<file path="src/rtl/kdsl_pkg.sv">
// Shared types, constants and the key classifier for the key debounce block.
// No dependencies; the top level, kdsl_cfg and kdsl_fsm import it.
`default_nettype none

package kdsl_pkg;

    localparam int KEY_W     = 8;
    localparam int CNT_W     = 16;
    localparam int CFG_IDX_W = 2;
    localparam int MASK_W    = 3;

    // Configuration register indexes.
    typedef enum logic [CFG_IDX_W-1:0] {
        CFG_PRESS_DEBOUNCE   = 2'd0,
        CFG_LONG_PRESS       = 2'd1,
        CFG_RELEASE_DEBOUNCE = 2'd2,
        CFG_REARM_RELEASE    = 2'd3
    } cfg_idx_t;

    // Limit values after reset.
    localparam logic [CNT_W-1:0] PRESS_DEBOUNCE_RST   = 16'd80;
    localparam logic [CNT_W-1:0] LONG_PRESS_RST       = 16'd13000;
    localparam logic [CNT_W-1:0] RELEASE_DEBOUNCE_RST = 16'd5;
    localparam logic [CNT_W-1:0] REARM_RELEASE_RST    = 16'd10;

    // Classified key codes.
    localparam logic [KEY_W-1:0] KEY_POWER    = 8'd0;
    localparam logic [KEY_W-1:0] KEY_SECOND_A = 8'd3;
    localparam logic [KEY_W-1:0] KEY_SECOND_B = 8'd4;
    localparam logic [KEY_W-1:0] KEY_MODE_A   = 8'd7;
    localparam logic [KEY_W-1:0] KEY_MODE_B   = 8'd8;

    // Active-low key pattern with nothing held.
    localparam logic [MASK_W-1:0] PAT_RELEASED = 3'b111;

    typedef struct packed {
        logic [CNT_W-1:0] press_debounce;
        logic [CNT_W-1:0] long_press;
        logic [CNT_W-1:0] release_debounce;
        logic [CNT_W-1:0] rearm_release;
    } limits_t;

    typedef struct packed {
        logic              long_press;
        logic [MASK_W-1:0] key_mask;
        logic              event_valid;
    } result_t;

    // Turns a key code into an active-low pattern: bit0 power, bit1 second, bit2 mode.
    function automatic logic [MASK_W-1:0] pattern_of(input logic [KEY_W-1:0] code);
        logic [MASK_W-1:0] pat;
        pat = PAT_RELEASED;
        case (code) inside
            KEY_POWER:                  pat = 3'b110;
            KEY_SECOND_A, KEY_SECOND_B: pat = 3'b101;
            KEY_MODE_A, KEY_MODE_B:     pat = 3'b011;
            default:                    pat = PAT_RELEASED;
        endcase
        return pat;
    endfunction

endpackage

`default_nettype wire

</file>
<file path="src/rtl/key_debounce_short_long_press.sv">
// Top level of the key debounce block with short and long press detection.
// Depends on kdsl_pkg, kdsl_cfg and kdsl_fsm.
//
// Usage:
//   The slave stream takes one classified key code per transfer (one scan
//   tick). Every input transfer yields exactly one output transfer, in order,
//   saying whether a key event is reported on that tick, which key, and
//   whether it was a long press.
//   The result is offered on the master stream after two registers: the input
//   register, then the state machine step into the output register.
//   Throughput is one item per cycle while m_tready stays high; the state
//   machine advances once per item.
//   When the receiver stalls, the output register holds its result and the
//   input register still takes one more item; after that s_tready drops until
//   the output register is drained.
//   Reset (aresetn low, synchronous) empties both registers, puts the state
//   machine in its idle phase with cleared counters, and loads the default
//   limits 80, 13000, 5 and 10. The limits are written through the cfg_ port;
//   the user writes them only while no item is in flight; the block does not enforce it.
`default_nettype none

module key_debounce_short_long_press
    import kdsl_pkg::*;
(
    input  wire logic                 aclk,
    input  wire logic                 aresetn,
    // Key samples: [7:0] key_code.
    input  wire logic                 s_tvalid,
    output logic                      s_tready,
    input  wire logic [7:0]           s_tdata,
    // Results: [0] event_valid, [3:1] key_mask, [4] long_press, [7:5] zero.
    output logic                      m_tvalid,
    input  wire logic                 m_tready,
    output logic [7:0]                m_tdata,
    // Configuration writes.
    input  wire logic                 cfg_wr_en,
    input  wire logic [CFG_IDX_W-1:0] cfg_index,
    input  wire logic [CNT_W-1:0]     cfg_wdata
);

    limits_t limits;
    result_t step_result;

    logic             in_valid_reg,  in_valid_next;
    logic [KEY_W-1:0] in_key_reg,    in_key_next;
    logic             out_valid_reg, out_valid_next;
    result_t          out_result_reg, out_result_next;
    logic             advance;

    kdsl_cfg u_cfg (
        .aclk      (aclk),
        .aresetn   (aresetn),
        .cfg_wr_en (cfg_wr_en),
        .cfg_index (cfg_index),
        .cfg_wdata (cfg_wdata),
        .limits    (limits)
    );

    kdsl_fsm u_fsm (
        .aclk     (aclk),
        .aresetn  (aresetn),
        .step     (advance),
        .key_code (in_key_reg),
        .limits   (limits),
        .result   (step_result)
    );

    // The held sample moves on when the output register is free or draining.
    assign advance  = in_valid_reg && (!out_valid_reg || m_tready);
    assign s_tready = !in_valid_reg || advance;

    // Input register.
    always_comb begin
        in_valid_next = in_valid_reg;
        in_key_next   = in_key_reg;
        if (s_tvalid && s_tready) begin
            in_valid_next = 1'b1;
            in_key_next   = s_tdata;
        end else if (advance) begin
            in_valid_next = 1'b0;
        end
    end

    // Output register.
    always_comb begin
        out_valid_next  = out_valid_reg;
        out_result_next = out_result_reg;
        if (advance) begin
            out_valid_next  = 1'b1;
            out_result_next = step_result;
        end else if (m_tready) begin
            out_valid_next = 1'b0;
        end
    end

    always_ff @(posedge aclk) begin
        if (!aresetn) begin
            in_valid_reg  <= 1'b0;
            out_valid_reg <= 1'b0;
        end else begin
            in_valid_reg  <= in_valid_next;
            out_valid_reg <= out_valid_next;
        end
    end

    always_ff @(posedge aclk) begin
        in_key_reg     <= in_key_next;
        out_result_reg <= out_result_next;
    end

    assign m_tvalid = out_valid_reg;
    assign m_tdata  = {3'b000, out_result_reg.long_press, out_result_reg.key_mask,
                       out_result_reg.event_valid};

endmodule

`default_nettype wire

</file>
<file path="src/rtl/kdsl_cfg.sv">
// Configuration registers holding the four debounce and hold limits.
// Depends on kdsl_pkg.
`default_nettype none

module kdsl_cfg
    import kdsl_pkg::*;
(
    input  wire logic                 aclk,
    input  wire logic                 aresetn,
    input  wire logic                 cfg_wr_en,
    input  wire logic [CFG_IDX_W-1:0] cfg_index,
    input  wire logic [CNT_W-1:0]     cfg_wdata,
    output limits_t                   limits
);

    limits_t limits_reg;
    limits_t limits_next;

    // Decode the register index of a write.
    always_comb begin
        limits_next = limits_reg;
        if (cfg_wr_en) begin
            unique case (cfg_idx_t'(cfg_index))
                CFG_PRESS_DEBOUNCE:   limits_next.press_debounce   = cfg_wdata;
                CFG_LONG_PRESS:       limits_next.long_press       = cfg_wdata;
                CFG_RELEASE_DEBOUNCE: limits_next.release_debounce = cfg_wdata;
                CFG_REARM_RELEASE:    limits_next.rearm_release    = cfg_wdata;
                default:              limits_next = limits_reg;
            endcase
        end
    end

    always_ff @(posedge aclk) begin
        if (!aresetn) begin
            limits_reg.press_debounce   <= PRESS_DEBOUNCE_RST;
            limits_reg.long_press       <= LONG_PRESS_RST;
            limits_reg.release_debounce <= RELEASE_DEBOUNCE_RST;
            limits_reg.rearm_release    <= REARM_RELEASE_RST;
        end else begin
            limits_reg <= limits_next;
        end
    end

    assign limits = limits_reg;

endmodule

`default_nettype wire

</file>
<file path="src/rtl/kdsl_fsm.sv">
// Five-phase press state machine with its on and off counters.
// Depends on kdsl_pkg; advances one step per key sample.
`default_nettype none

module kdsl_fsm
    import kdsl_pkg::*;
(
    input  wire logic             aclk,
    input  wire logic             aresetn,
    input  wire logic             step,
    input  wire logic [KEY_W-1:0] key_code,
    input  limits_t               limits,
    output result_t               result
);

    typedef enum logic [4:0] {
        PH_IDLE    = 5'b00001,
        PH_QUALIFY = 5'b00010,
        PH_HOLD    = 5'b00100,
        PH_WAIT    = 5'b01000,
        PH_EMIT    = 5'b10000
    } phase_t;

    phase_t            phase_reg,    phase_next;
    logic [MASK_W-1:0] held_reg,     held_next;
    logic [MASK_W-1:0] mask_reg,     mask_next;
    logic              long_reg,     long_next;
    logic [CNT_W-1:0]  on_count_reg, on_count_next;
    logic [CNT_W-1:0]  off_count_reg, off_count_next;

    logic [MASK_W-1:0] pat;
    logic [CNT_W-1:0]  on_inc;
    logic [CNT_W-1:0]  off_inc;

    assign pat     = pattern_of(key_code);
    assign on_inc  = on_count_reg + 16'd1;
    assign off_inc = off_count_reg + 16'd1;

    // Next phase, counters and the result of this sample.
    always_comb begin
        phase_next     = phase_reg;
        held_next      = held_reg;
        mask_next      = mask_reg;
        long_next      = long_reg;
        on_count_next  = on_count_reg;
        off_count_next = off_count_reg;
        result         = '0;

        unique case (phase_reg)
            PH_IDLE: begin
                if (pat != PAT_RELEASED) begin
                    held_next      = pat;
                    on_count_next  = '0;
                    off_count_next = '0;
                    phase_next     = PH_QUALIFY;
                end
            end
            PH_QUALIFY: begin
                if (pat == held_reg) begin
                    on_count_next = on_inc;
                    if (on_inc > limits.press_debounce) begin
                        mask_next     = ~held_reg;
                        long_next     = 1'b0;
                        on_count_next = '0;
                        phase_next    = PH_HOLD;
                    end
                end else begin
                    phase_next = PH_IDLE;
                end
            end
            PH_HOLD: begin
                if (pat == held_reg) begin
                    on_count_next = on_inc;
                    if (on_inc > limits.long_press) begin
                        long_next     = 1'b1;
                        on_count_next = '0;
                        phase_next    = PH_EMIT;
                    end
                end else if (pat == PAT_RELEASED) begin
                    // Off count carries on into the wait phase.
                    off_count_next = off_inc;
                    if (off_inc > limits.release_debounce) begin
                        mask_next  = ~held_reg;
                        long_next  = 1'b0;
                        phase_next = PH_EMIT;
                    end
                end
            end
            PH_EMIT: begin
                if ((mask_reg != '0) || long_reg) begin
                    result.event_valid = 1'b1;
                    result.key_mask    = mask_reg;
                    result.long_press  = long_reg;
                end
                phase_next = PH_WAIT;
            end
            PH_WAIT: begin
                if (pat == PAT_RELEASED) begin
                    off_count_next = off_inc;
                    if (off_inc > limits.rearm_release) begin
                        phase_next = PH_IDLE;
                    end
                end
            end
            default: phase_next = PH_IDLE;
        endcase
    end

    always_ff @(posedge aclk) begin
        if (!aresetn) begin
            phase_reg     <= PH_IDLE;
            held_reg      <= '0;
            mask_reg      <= '0;
            long_reg      <= 1'b0;
            on_count_reg  <= '0;
            off_count_reg <= '0;
        end else if (step) begin
            phase_reg     <= phase_next;
            held_reg      <= held_next;
            mask_reg      <= mask_next;
            long_reg      <= long_next;
            on_count_reg  <= on_count_next;
            off_count_reg <= off_count_next;
        end
    end

endmodule

`default_nettype wire

</file>
<file path="config.mk">
export PLATFORM = sky130hd
export DESIGN_NAME = key_debounce_short_long_press
export DESIGN_NICKNAME = d
export VERILOG_FILES = /design/src/rtl/kdsl_pkg.sv /design/src/rtl/key_debounce_short_long_press.sv /design/src/rtl/kdsl_cfg.sv /design/src/rtl/kdsl_fsm.sv
export SDC_FILE = /design/constraint.sdc
export NUM_CORES = 1
export LEC_CHECK = 0
export ABC_AREA = 1
export BUFFER_PORTS_ARGS = -buffer_cell sky130_fd_sc_hd__buf_2
export CAP_MARGIN = 20
export CORE_MARGIN = 5
export CORE_UTILIZATION = 25
export DETAILED_ROUTE_END_ITERATION = 8
export SYNTH_ARGS = -nofsm -noshare
export SYNTH_HDL_FRONTEND = slang
export SYNTH_SLANG_ARGS = --single-unit
</file>
<file path="constraint.sdc">
create_clock -name aclk -period 3.9 [get_ports aclk]
set_input_delay 0.78 -clock aclk [delete_from_list [all_inputs] [get_ports aclk]]
set_output_delay 0.78 -clock aclk [all_outputs]
set_load 0.02 [all_outputs]
</file>
==> Yosys cells after proc, flatten, opt, wreduce, memory -nomap -nowiden <==
Index checks and enable logic that the tools add are counted.
{ "word_totals": {"inputBits": 31, "output_inout_bits": 10, "word_cells": 119, "reg_bits": 123} }
{ "classes": {"muxes": 40, "eq_ne": 28, "reduce_logical": 28, "magnitude_cmp": 4, "bitwise": 1, "addsub": 2} }
{ "ops": {"columns": ["cell", "n"], "rows": [
  ["two-way mux 16 bit", 7],
  ["one-hot mux 16 bit (3 select lines)", 2],
  ["greater-than comparator 16 bit", 4],
  ["two-way mux 5 bit", 9],
  ["adder 16 x 1 -> 16 bit, second input constant", 2],
  ["one-hot mux 5 bit (5 select lines)", 1],
  ["two-way mux 3 bit", 8],
  ["equality test 8 x 3 -> 1 bit, second input constant", 2],
  ["!= test 2 x 1 -> 1 bit, second input constant", 8],
  ["AND reduction 7 bit", 2],
  ["two-way mux 1 bit", 11],
  ["AND reduction 2 bit", 5],
  ["!= test 3 bit, second input constant", 3],
  ["nonzero test 3 bit", 3],
  ["equality test 8 x 2 -> 1 bit, second input constant", 1],
  ["equality test 8 x 4 -> 1 bit, second input constant", 1],
  ["zero test 8 bit", 1],
  ["AND reduction 8 bit", 1],
  ["!= test 3 x 1 -> 1 bit, second input constant", 2],
  ["one-hot mux 3 bit (2 select lines)", 1],
  ["nonzero test 2 bit", 3],
  ["equality test 5 x 1 -> 1 bit, second input constant", 1],
  ["equality test 5 x 2 -> 1 bit, second input constant", 1],
  ["equality test 5 x 3 -> 1 bit, second input constant", 1],
  ["17 further kinds", 23]
]} }

==> Logic depth before layout (Yosys ltp) <==
{ "logic_depth": {"word_depth": 9, "mapped_depth": 22, "ltp_nobuf": 22} }

==> By module <==
Synthesis repeated with hierarchy kept, for this count alone.
{ "unflattened": {"hier_cells": 1096, "area_unflattened_um2": 7379.6} }
{ "modules_own_cells": {"columns": ["module", "seq_area_each_um2", "cells_per_inst", "n_inst", "area_per_inst_um2"], "rows": [
  ["kdsl_fsm", 880.8, 674, 1, 4269.1],
  ["kdsl_cfg", 1281.2, 392, 1, 2598.7],
  ["key_debounce_short_long_press", 430.4, 30, 1, 511.7]
]} }

==> Worst setup path before layout <==
OpenSTA, ideal clock, no wires.
{ "synth_path": {"kind": "register to register", "from": "reg u_fsm.on_count_reg[0]", "to": "reg u_fsm.on_count_reg[13]", "t_required_ns": 3.831, "arrival_time_ns": 2.802, "synth_period_minus_slack_ns": 2.872, "stages_incl_launch_ff": 20, "setup_slack_ns": 1.028, "setup_time_ns": 0.069, "n_path_buf": 1, "path_cell_list": "dfxtp_1 ha_1 nand2_1 nor2_1 nand3_1 nor2_1 nand2_1 nor3_1 xnor2_1 inv_1 ha_1 nand2_1 nor3_1 nand3_1 nand2_1 nand2_1 o21ai_4 buf_12 nand3_2 a21oi_2"} }
{ "synth_between": {"elab_chain_len": 5, "word_cells_on_any_way": 8, "classes_between": "1 x add/sub; 2 x order compare; 5 x mux"} }
{ "synth_lines": {"columns": ["item", "line_no", "text"], "rows": [
  ["start: declaration", "kdsl_fsm.sv:28", "logic [CNT_W-1:0] on_count_reg, on_count_next;"],
  ["start signal: assignment", "kdsl_fsm.sv:122", "on_count_reg <= on_count_next;"],
  ["adder 16 x 1 -> 16 bit (*)", "kdsl_fsm.sv:36", "assign on_inc = on_count_reg + 16'd1;"],
  ["greater-than comparator 16 bit (on tied branches)", "kdsl_fsm.sv:74, kdsl_fsm.sv:61", null],
  ["two-way mux 16 bit (on tied branches)", "kdsl_fsm.sv:74, kdsl_fsm.sv:61", null],
  ["two-way mux 16 bit (on tied branches)", "kdsl_fsm.sv:72, kdsl_fsm.sv:59", null],
  ["one-hot mux 16 bit (3 select lines) (*)", "kdsl_fsm.sv:49", "unique case (phase_reg)"]
]} }
Every way passes the cells marked *; elsewhere a longest branch is shown, timed or not. The select of a mux whose other input is x is not followed.
A chain may end at the register's enable or synchronous reset.

==> Worst setup path after layout <==
{ "layout_path": {"from": "reg u_fsm.on_count_reg[0]", "to": "reg u_fsm.on_count_reg[3]"} }
The elaborated chain is that of the path after synthesis.

==> impl_metrics.py <==
metrics = {
    "synth": {
        "synth_cells": 923,
        "synth_seq_area_share": 0.3699,
        "yosys_warnings": 0,
        "async_flop_share": 0,
        "synth_edf_count": 13,
        "avgSynthCellArea_um2": 7.593,
        "synth-main-ff-cell": "dfxtp_1",
        "synth_cell_type_count": 41,
        "synth_area_mm2": 0.007008,
        "ys_seq_elements": 123,
    },
    "floorplan": {
        "core_region_area_mm2": 0.02771,
        "pin_count": 41,
        "initial_core_util": 0.2529,
        "die_h_um": 177.4,
        "die_x_um": 177.4,
        "dieArea_mm2": 0.03148,
        "rows": 61,
    },
    "global_routing": {
        "gr-usage-met2": 0.1968,
        "grt_busiest_layer": "met2",
        "grt_pass1_vias": 5756,
        "grt_overflow_total": 0,
        "grt_antenna_before_repair": 0,
        "grt_pass1_wl_mm": 28.07,
        "grt_max_degree": 76,
        "grt_util_met3": 0.02109,
        "use_met1": 0.1323,
        "grt_usage": 0.1106,
    },
    "pwr": {
        "powerDensity_mw_per_mm2": 407.2,
        "totalPowerFinal_w": 0.003332,
        "ir_drop_v": 0.0002917,
        "p_leak_nw": 3.635,
    },
    "detailed_routing": {
        "vias": 5842,
        "drc": 0,
        "vias_per_cell": 4.334,
        "drtAntennaViolNets": 0,
        "drt-initial-drc-count": 317,
        "dr.pass1.iters": 6,
        "routed_wl_mm": 16.44,
        "wire_per_inst_um": 12.19,
    },
    "placed_design": {
        "placed_area_mm2": 0.007556,
        "port_buffers": 37,
        "dpl.hpwl_mm": 12.27,
        "place_congestion": 0.8262,
        "placedCellCount": 1316,
    },
    "sta": {
        "slew_viol_final": 0,
        "min_period_ns": 3.489,
        "hold_violations": 0,
        "rsz0062_at_grt": "false",
        "setup_tns_ns": 0,
        "setup_viol": 0,
        "skew_ns": 0.01048,
        "post-route-period-util": 0.8946,
        "slew_headroom": 0.2978,
        "tightest_slew_ns": 1.050,
        "clock.fmax_ghz": 0.2866,
    },
    "critical_path": {
        "arrival_ns": 3.84,
        "crit_type": "register to register",
        "critPathTopFamily": "simple AND/OR/NAND/NOR gates",
        "critPathLaunchType": "register",
        "critical_path_cell_count": 18,
        "critPathRequiredTime_ns": 4.25,
        "crit_path_max_fanout": 16,
        "cp_common_cell": "nand2_1",
        "crit_path_max_incr_delay_ns": 0.52,
        "cp-end-kind": "register",
        "cp_cell_sequence": "ha_1 > nand2_1 > nor2_1 > nand3_1 > nor2_1 > nand4_1 > nor2_1 > xor2_1 > ha_1 > nand2_1 > o21ai_0 > a21oi_1 > nand2_1 > nand2_1 > nand2_1 > o21ai_4 > nand3_1 > a21oi_1",
        "r2r_cells": 18,
        "path_buf_inv": 0,
        "cpMaxStageDelayCell": "o21ai_4",
    },
    "min_path": {
        "hold_path_class": "register to register",
        "holdPathStages": 2,
    },
    "clocking": {
        "worstSkewPairLatency_ns": 0.42,
        "clk_pin_slew_ns": 0.05,
        "root_buffer": "clkbuf_16",
        "cts_max_path_buffers": 2,
        "cts_tree": "built",
        "numCtsBuffers": 17,
        "cts-resized-gates": 0,
        "cts_setup_buffers": 0,
        "htreeDepth": 4,
        "hold_buffers": 0,
        "cts_sinks": 123,
    },
    "layout": {
        "fin_util": 0.2954,
        "instances_no_fill": 1348,
        "n_antenna_cell": 0,
        "fillers": 2958,
        "nets": 1054,
        "largest_reg_flops": 64,
        "fin_area_mm2": 0.008183,
        "final_layout_size_suffix_gt1_frac": 0.1227,
        "areaGrowthSynthToFinish_pct": 16.76,
    },
    "outcome": {
        "status": "finished clean",
    },
    "job": {
        "maxCapViolations": 0,
    },
}
==> cell type report <==
cell class              count  area [µm²]  area share
well taps                 378       473.0     0.05780
repair buffers             42       222.7     0.02722
clock inverters             8       165.2     0.02018
multi-input cells         635        3750      0.4583
flip-flops and latches    123        2592      0.3168
clock buffers              24       461.7     0.05642
inverters                 138       518.0     0.06330
==> final timing paths <==
check | to | slack (ns) | startpoint
setup / recovery | u_fsm.on_count_reg[3] | 0.41 | u_fsm.on_count_reg[0]
hold / removal | u_cfg.limits[43] | 0.46 | u_cfg.limits[43]
setup reg to reg | u_fsm.on_count_reg[3] | 0.41 | u_fsm.on_count_reg[0]
hold reg to reg | u_cfg.limits[43] | 0.46 | u_cfg.limits[43]
==> where the power goes <==
part	switching [W]	internal (W)	total, W
registers	0.0000210	0.00133	0.00135
logic	0.000187	0.0000897	0.000276
clock network	0.000560	0.00115	0.00171
==> tightest hold or removal path, cell delays in order, from the launching register on <==
cell and delay, ns:
dfxtp_1 0.29, inv_1 0.06, a21oi_1 0.06
==> synthesized netlist by cell type, types with 2 or more instances <==
library cell    n  area, µm²
o211ai_1        9      67.56
clkinv_1        2      7.510
clkbuf_1       20      75.07
nand3_2        12      120.1
edfxtp_1       13      390.4
nand4_2         2      25.02
nor2_1         62      232.7
dfxtp_1       110       2202
nor2_4          5      56.30
ha_1           66      825.8
a21o_1          4      30.03
xor2_1         20      175.2
buf_4           6      45.04
nand4_1        13      81.33
inv_1         130      488.0
nand2_4         3      33.78
nand2_2         5      31.28
xnor2_1         8      70.07
a21oi_1       111      555.5
o21ai_2         2      17.52
nor3_1          9      45.04
nand2_1       174      653.1
nor2_2          5      31.28
o21ai_0        72      360.4
a21oi_2         8      70.07
nand3_1        32      160.2
inv_2           6      22.52
==> cell families (layout without fill, tap and decap cells) <==
kind of cell | count (synthesis) | in the layout | share of synthesized area
xor gates and xnor gates | 28 | 28 | 0.03499
other | 1 | 3 | 0.0005351
adders and majority gates | 66 | 66 | 0.1178
AOI/OAI and AO/OA | 211 | 211 | 0.1632
and+or+nand+nor | 327 | 327 | 0.2175
DFF | 123 | 123 | 0.3699
buffers and inverters | 167 | 212 | 0.09605
==> cell usage in the layout (no fill, tap or decap), types with 2 or more instances in the layout <==
cell	Yosys	layout
nand2_1	174	174
inv_1	130	130
a21oi_1	111	111
dfxtp_1	110	110
o21ai_0	72	72
ha_1	66	66
nor2_1	62	62
buf_2	0	37
nand3_1	32	32
xor2_1	20	20
clkbuf_16	0	17
nand4_1	13	13
edfxtp_1	13	13
nand3_2	12	12
nor3_1	9	9
o211ai_1	9	9
xnor2_1	8	8
a21oi_2	8	8
inv_2	6	6
clkbuf_1	20	6
nor2_2	5	5
nor2_4	5	5
nand2_2	5	5
bufinv_16	0	5
buf_4	6	5
a21o_1	4	4
nand2_4	3	3
conb_1	1	3
clkinv_2	0	3
nand4_2	2	2
o21ai_2	2	2
clkinv_1	2	2
==> layer usage <==
layer  wire length (µm)  vias up
met5                  0        -
met4                320        0
met3                375       18
met2               8211       60
met1               7528     2669
li1                   -     3095
==> metrics by stage <==
stage / hold WS, ns / setup WS [ns]
finish: 0.4603 / 0.4112
global route: 0.4858 / 0.03181
floorplan: 0.4353 / 1.028
detailed placement: 0.4555 / 0.4559
CTS: 0.4650 / 0.3991
global placement: 0.4505 / 0.5644
(Power assumes the default switching activity.)
